**src/hdl/aftl_pkg.sv**
```systemverilog
package aftl_pkg;

    localparam int AFTL_MAX_FRAMES  = 256;
    localparam int AFTL_DELAY_BITS  = 16;

    localparam int TIME_W      = 24;
    localparam int QT_W        = 32;
    localparam int DELAY_W     = 16;
    localparam int FNUM_W      = 8;
    localparam int IDX_OUT_W   = 8;
    localparam int FRAC_W      = 17;
    localparam int STEP_W      = 6;
    localparam int OP_W        = 2;

    localparam int IN_TDATA_W  = 64;
    localparam int OUT_TDATA_W = 32;
    localparam int OUT_PAD_W   = OUT_TDATA_W - (IDX_OUT_W + 1 + FRAC_W + 1);

    localparam int OUT_FOUND_BIT = IDX_OUT_W;
    localparam int OUT_FRAC_LSB  = IDX_OUT_W + 1;
    localparam int OUT_FULL_BIT  = IDX_OUT_W + 1 + FRAC_W;

    localparam logic [OP_W-1:0] OP_CLEAR    = 2'd0;
    localparam logic [OP_W-1:0] OP_APPEND   = 2'd1;
    localparam logic [OP_W-1:0] OP_SEARCH   = 2'd2;
    localparam logic [OP_W-1:0] OP_PROGRESS = 2'd3;

    localparam logic [TIME_W-1:0] TIME_MAX  = {TIME_W{1'b1}};
    localparam logic [FRAC_W-1:0] FULL_FRAC = 17'h10000;

    localparam logic [STEP_W-1:0] MOD_STEPS  = 6'd32;
    localparam logic [STEP_W-1:0] FRAC_STEPS = 6'd16;

    typedef struct packed {
        logic              start;
        logic [STEP_W-1:0] steps;
    } div_ctl_t;

    typedef struct packed {
        logic done;
        logic rem_zero;
    } div_sts_t;

endpackage

```
**src/hdl/aftl_serial_div.sv**
```systemverilog
module aftl_serial_div
    import aftl_pkg::*;
(
    input  logic              clk,
    input  logic              rst_n,
    input  div_ctl_t          ctl,
    input  logic [TIME_W-1:0] rem_init,
    input  logic [QT_W-1:0]   dividend,
    input  logic [TIME_W-1:0] divisor,
    output div_sts_t          sts,
    output logic [TIME_W-1:0] remainder,
    output logic [QT_W-1:0]   quotient
);

    logic [TIME_W-1:0] rem_reg, rem_next;
    logic [QT_W-1:0]   dvd_reg, dvd_next;
    logic [TIME_W-1:0] dsr_reg, dsr_next;
    logic [STEP_W-1:0] cnt_reg, cnt_next;
    logic              busy_reg, busy_next;
    logic              done_reg, done_next;

    logic [TIME_W:0]   trial;
    logic [TIME_W+1:0] diff;
    logic              ge;

    // one quotient bit per cycle, restoring
    assign trial = {rem_reg, dvd_reg[QT_W-1]};
    assign diff  = {1'b0, trial} - {2'b00, dsr_reg};
    assign ge    = ~diff[TIME_W+1];

    always_comb
    begin
        rem_next  = rem_reg;
        dvd_next  = dvd_reg;
        dsr_next  = dsr_reg;
        cnt_next  = cnt_reg;
        busy_next = busy_reg;
        done_next = 1'b0;
        if (ctl.start)
        begin
            rem_next  = rem_init;
            dvd_next  = dividend;
            dsr_next  = divisor;
            cnt_next  = ctl.steps;
            busy_next = 1'b1;
        end
        else if (busy_reg)
        begin
            rem_next = ge ? diff[TIME_W-1:0] : trial[TIME_W-1:0];
            dvd_next = {dvd_reg[QT_W-2:0], ge};
            cnt_next = cnt_reg - 1'b1;
            if (cnt_reg == {{(STEP_W-1){1'b0}}, 1'b1})
            begin
                busy_next = 1'b0;
                done_next = 1'b1;
            end
        end
    end

    always_ff @(posedge clk or negedge rst_n)
    begin
        if (!rst_n)
        begin
            cnt_reg  <= '0;
            busy_reg <= 1'b0;
            done_reg <= 1'b0;
        end
        else
        begin
            cnt_reg  <= cnt_next;
            busy_reg <= busy_next;
            done_reg <= done_next;
        end
    end

    always_ff @(posedge clk)
    begin
        rem_reg <= rem_next;
        dvd_reg <= dvd_next;
        dsr_reg <= dsr_next;
    end

    assign sts.done     = done_reg;
    assign sts.rem_zero = (rem_reg == '0);
    assign remainder    = rem_reg;
    assign quotient     = dvd_reg;

endmodule

```
**config.mk**
```make
export PLATFORM = sky130hd
export DESIGN_NAME = aftl_serial_div
export DESIGN_NICKNAME = d
export VERILOG_FILES = /design/src/hdl/aftl_pkg.sv /design/src/hdl/aftl_serial_div.sv
export SDC_FILE = /design/constraint.sdc
export NUM_CORES = 1
export LEC_CHECK = 0
export ABC_AREA = 1
export CELL_PAD_IN_SITES_DETAIL_PLACEMENT = 0
export CELL_PAD_IN_SITES_GLOBAL_PLACEMENT = 1
export CORE_MARGIN = 3
export CORE_UTILIZATION = 42
export CTS_CLUSTER_DIAMETER = 30
export DETAILED_ROUTE_END_ITERATION = 12
export DONT_BUFFER_PORTS = 1
export PLACE_DENSITY_LB_ADDON = 0.1
export SYNTH_ARGS = -nofsm -noshare
export SYNTH_HDL_FRONTEND = slang
export SYNTH_SLANG_ARGS = --single-unit
```
**constraint.sdc**
```tcl
create_clock -name clk -period 2.13 [get_ports clk]
set_input_delay 0.1065 -clock clk [delete_from_list [all_inputs] [get_ports clk]]
set_output_delay 0.1065 -clock clk [all_outputs]
set_load 0.02 [all_outputs]
```
==> impl_metrics.yaml, run 1 <==
timing:
  finalCriticalPeriod_ps: 2190
  timing.final.ws_setup_ps: -64.0
  rsz0062_at_grt: "yes"
  fmax_mhz: 456
  finalSetupTns_ps: -187
  setup_viol: 10
  fin_crit_sh_pct: 103
  worstMarginPinSlew_ps: 539
  slew_headroom_pct: 64.1
  finalClockSkew_ps: 6.88
  hold_viol: 0
  drv_slew: 0
grt:
  grt_pass1_wl_um: 30600
  grt_pass1_vias: 5897
  grt_max_degree: 62
  antenna_found_initial: 0
  track_usage_pct: 26.2
  grt-ovfl-total: 0
setup_path:
  slowest_delay_ps: 440
  cp-end-kind: "flip-flop"
  crit_family: "simple AND/OR/NAND/NOR gates"
  cp-start-kind: "flip-flop"
  cp.required_ps: 2340
  crit_path_top_delay_cell: "edfxtp_1"
  path_common_cell: "nand2_2"
  arrival_ps: 2400
  path_buf_inv: 3
  crit_chain: "ha_4 > a21oi_4 > nor2_1 > nor2_1 > nand2_2 > a21oi_4 > buf_12 > nand2_8 > buf_12 > buf_6 > nand2_2 > nand3_2 > nand2_2"
  reg2regPathDepth: 13
  path_max_fanout: 6
  critical_path_depth: 13
  path_class: "reg2reg"
min_path:
  holdCritPathClass: "in2reg"
  holdPathStages: 2
route:
  route.detailed.drc: 0
  dr_total_vias: 5843
  wl_per_cell_um: 17.2
  ant_nets: 0
  dr.pass1.iters: 5
  viasPerCell: 5.00
  postRouteWirelength_um: 20100
  drt_iter0_markers: 361
cts:
  clkSinkCount: 88
  clk_path_buf_depth: 2
  tritoncts: "done"
  clkLatencyLatePin_ps: 340
  cts-root-buf: "clkbuf_16"
  clk_pin_slew_ps: 60
  cts_buffers: 9
  cts.htree.levels: 3
placed_design:
  io_buffers: 0
  placed_cells_incl_taps: 1002
  dp_hpwl_um: 13200
  place_congestion: 0.931
  place_area_um2: 6580
floorplan:
  die_w_um: 124
  dieArea_um2: 15300
  core.rowCount: 42
  initial_core_util_pct: 43.5
  core_area_um2: 13400
  ios: 147
  die_h_um: 124
yosys:
  synth.yosys.seq_area_share_pct: 44.6
  synth_area_um2: 5830
  synth_fp_nets: 879
  synth_warnings: 0
  netlist_instances: 763
  yosysTopAreaCell: "edfxtp_1"
  avgSynthCellArea_um2: 7.65
  ys_ff_latch: 88
  ys_top_cells_by_area: "edfxtp_1, nand2_1, inv_1, ha_1, nand3_1"
  netlist.area_leader.share_pct: 41.2
  yosysUniqueCellTypes: 37
power_and_ir_drop:
  peakVddDrop_mv: 0.720
  p_leak_nw: 4.31
  powerDensity_nw_per_um2: 1310
  total_power_w: 0.0119
cells_and_area:
  synthToLayoutAreaGrowth_pct: 56.2
  largest_register_ffs: 32
  antenna_cells: 0
  fin_util_pct: 68.0
  fin_nets: 1103
  drive_above_1_share_pct: 26.4
  instances_no_fill: 1168
  fin_area_um2: 9110
run:
  cap_violations: 0
status:
  status: "complete, but fails checks"
  violations: "setup timing"
-- timing repair --
action | CTS | global route
hold buffers | 131 | 0
setup endpoints to repair | 24 | 26
pin swaps | 8 | 32
setup buffers | 2 | 14
endpoints found under the hold margin | 108 | 0
gates resized for setup | 22 | 128
gates cloned | 0 | 3
-- metal layers --
layer / vias to the layer above / global-route usage, % / share of wire [%]
met5: - / 0 / 0
met4: 0 / 7.40 / 2.4
met3: 26 / 6.31 / 6.7
met2: 212 / 41.7 / 48
met1: 2755 / 35.8 / 43
li1: 2850 / - / -
-- final cells by class --
class	count	area, um2
inverter	125	469
fill	1031	4290
multi-input combinational	531	3300
clock buffer	11	233
clock inverter	5	81.3
timing repair buffer	232	2210
sequential	88	2600
tap	176	220
-- synth_stat cells --
cell type / instances
o21ai_0: 3
nand3b_1: 10
ha_1: 26
nor4_1: 5
a21oi_4: 1
nand2_4: 2
nor2_1: 47
nor3_1: 2
nor3_2: 1
buf_4: 3
o221ai_1: 3
edfxtp_1: 80
buf_6: 4
nand2_2: 9
or2_1: 1
or2_2: 6
nand2_1: 316
nor2_2: 4
xor2_1: 6
nand4_1: 15
clkbuf_1: 10
buf_1: 1
nor2_4: 3
inv_2: 1
nand3_2: 4
nand3b_4: 1
dfrtp_1: 8
nand4_2: 1
a21oi_1: 11
buf_2: 1
fa_1: 1
inv_1: 122
nand3_1: 42
o211ai_1: 3
clkinv_1: 2
o21bai_1: 1
xnor2_1: 7
-- worst paths after layout --
path,from,to,slack (ps)
max in group asynchronous,rst_n,busy_reg,1750
min in group asynchronous,rst_n,cnt_reg[2],110
min,dividend[0],quotient[0],9
min reg2reg,busy_reg,done_reg,550
max reg2reg,remainder[21],remainder[5],-60
max,remainder[21],remainder[5],-60
-- report_power, final --
part | switching (W) | leakage (nW) | internal, W | total, W
Sequential | 0.000465 | 0.936 | 0.00237 | 0.00284
Combinational | 0.00404 | 3.22 | 0.00336 | 0.00741
Clock | 0.000677 | 0.151 | 0.00103 | 0.00171
Total | 0.00518 | 4.31 | 0.00677 | 0.0119
-- metrics by stage --
stage | worst slack [ps] | hold slack, ps
global route | -161 | 14.8
finish | -64.0 | 8.96
CTS | -7.56 | 7.58
global placement | -94.1 | -189
floorplan | 7.79 | -189
detailed placement | -83.6 | -189
-- logic make-up (layout without fill, tap and decap cells) --
group | count (synthesis) | count (layout) | share of synthesized area (%)
xor gates and xnor gates | 13 | 13 | 1.95
buffers and inverters | 144 | 373 | 9.99
DFF | 88 | 88 | 44.6
and+or+nand+nor | 469 | 469 | 35.1
adders and majority gates | 27 | 27 | 5.92
AOI/OAI and AO/OA | 22 | 22 | 2.44
-- cells in the final DEF, fill, tap and decap left out, types with 3 or more instances in the layout --
master         Yosys  layout
inv_1            122     114
inv_2              1      11
dlygate4sd3_1      0     130
a21oi_1           11       6
nand2_2            9      49
xor2_1             6       6
or2_2              6       6
ha_1              26       5
o211ai_1           3       3
nand3b_1          10      10
buf_8              0       4
nand4_1           15      15
dfrtp_1            8       8
nor2_2             4       9
nand3_2            4      18
nand2_1          316     270
clkbuf_16          0      11
buf_12             0       3
nor2_4             3       8
nor4_4             0       3
ha_4               0      20
edfxtp_1          80      80
a21oi_2            0       3
buf_6              4      11
nor2_1            47      37
nand2_4            2       7
a21oi_4            1       3
buf_4              3      82
o221ai_1           3       3
xnor2_1            7       5
nand3_1           42      27
Power figures use the tool's default switching activity.
==> run 2, diff against run 1 <==
==> constraint.sdc (replaced) <==
create_clock -name clk -period 2.13 [get_ports clk]
set_input_delay 0.3195 -clock clk [delete_from_list [all_inputs] [get_ports clk]]
set_output_delay 0.3195 -clock clk [all_outputs]
set_load 0.02 [all_outputs]
==> impl_metrics.yaml, run 2 (synthesized netlist as in run 1, its figures left out) <==
timing:
  fmax_mhz: 456
  rsz0062_at_grt: "yes"
  fin_crit_sh_pct: 103
  drv_slew: 0
  finalClockSkew_ps: 6.51
  timing.final.ws_setup_ps: -64.6
  finalCriticalPeriod_ps: 2190
  slew_headroom_pct: 58.8
  hold_viol: 0
  setup_viol: 15
  worstMarginPinSlew_ps: 619
route:
  viasPerCell: 5.05
  dr_total_vias: 5287
  route.detailed.drc: 0
  wl_per_cell_um: 17.3
  ant_nets: 0
  drt_iter0_markers: 305
  dr.pass1.iters: 5
  postRouteWirelength_um: 18100
cells_and_area:
  fin_nets: 982
  antenna_cells: 0
  mostFrequentLayoutCell: "nand2_1"
  largest_register_ffs: 32
  layout_common_cells: "nand2_1, inv_1, edfxtp_1, buf_4, nand2_2"
  instances_no_fill: 1047
  drive_above_1_share_pct: 35.1
  synthToLayoutAreaGrowth_pct: 38.9
  fin_area_um2: 8110
  fin_util_pct: 60.5
cts:
  cts_buffers: 9
  clk_path_buf_depth: 2
  clk_pin_slew_ps: 80
  clkSinkCount: 88
  cts.htree.levels: 3
  cts-root-buf: "clkbuf_16"
  clkLatencyLatePin_ps: 350
  tritoncts: "done"
floorplan:
  core_area_um2: 13400
  core.rowCount: 42
  dieArea_um2: 15300
  die_w_um: 124
  initial_core_util_pct: 43.5
  die_h_um: 124
  ios: 147
power_and_ir_drop:
  total_power_w: 0.0122
  p_leak_nw: 3.94
  powerDensity_nw_per_um2: 1510
  peakVddDrop_mv: 0.688
status:
  status: "complete, but fails checks"
  violations: "setup timing"
run:
  cap_violations: 0
setup_path:
  cp-end-kind: "primary output"
  arrival_ps: 1880
  cp-start-kind: "flip-flop"
  crit_path_top_delay_cell: "edfxtp_1"
  path_class: "reg2out"
  path_buf_inv: 2
  crit_family: "simple AND/OR/NAND/NOR gates"
  cp.required_ps: 1810
  crit_chain: "buf_6 > nor4_4 > nand4_1 > nor4_2 > buf_4"
  slowest_delay_ps: 450
  path_max_fanout: 3
min_path:
  holdCritPathClass: "in2reg"
grt:
  grt_pass1_wl_um: 26800
  antenna_found_initial: 1
  grt_pass1_vias: 5177
  grt-ovfl-total: 0
  grt_max_degree: 85
  track_usage_pct: 22.9
placed_design:
  io_buffers: 0
  place_ws_ps: -25.0
  dp_hpwl_um: 12900
  place_congestion: 0.910
  place_area_um2: 6550
  placed_cells_incl_taps: 999
run 2: cell type report:
cell class	count	area, um2
well taps	176	220
clock inverters	7	92.6
flip-flops and latches	88	2600
clock buffers	9	225
inverters	125	478
multi-input cells	531	3490
fillers	1171	5290
repair buffers	111	1000
run 2: worst register-to-register path: cells and delay by family (launching register included):
family / cells / cell delay, ps
AND/OR/NAND/NOR: 8 / 650
buffers and inverters: 5 / 580
flip-flops: 1 / 430
adder cells (fa/ha/maj): 1 / 280
run 2: final timing paths:
path / startpoint / end / slack (ps) / cells past startpoint
setup / recovery: remainder[6] / sts[0] / -60 / 5
hold / removal: divisor[14] / dsr_reg[14] / 60 / 0
setup reg to reg: remainder[11] / remainder[23] / -60 / 14
hold reg to reg: busy_reg / done_reg / 540 / 2
max in group asynchronous: rst_n / busy_reg / 1550 / 1
min in group asynchronous: rst_n / cnt_reg[1] / 310 / 1
run 2: timing repair:
item	4_1_cts	5_1_grt
endpoints found under the hold margin	8	0
hold buffers	1	0
buffers inserted	24	8
endpoints found under the setup margin	18	26
pin swaps	13	65
cloned	2	0
gates resized for setup	54	161
run 2: power by group:
group | total (W) | internal (W) | switching (W)
clock | 0.00174 | 0.000947 | 0.000790
combinational | 0.00768 | 0.00337 | 0.00431
sequential | 0.00280 | 0.00237 | 0.000428
run 2: layer usage:
layer | part of all wire (%) | track usage (%) | wire length [um] | up-vias
met5 | 0.072 | 0 | 13 | -
met1 | 43 | 31.2 | 7740 | 2458
met2 | 48 | 36.0 | 8630 | 186
li1 | - | - | - | 2613
met4 | 1.8 | 5.81 | 320 | 2
met3 | 7.6 | 6.58 | 1370 | 28
run 2: through the flow:
stage | TNS [ps] | hold WS, ps
floorplan | 0 | 23.9
CTS | -595 | 48.3
global placement | -29.0 | 24.1
finish | -403 | 58.0
detailed placement | -50.0 | 24.1
global route | -2520 | 41.9
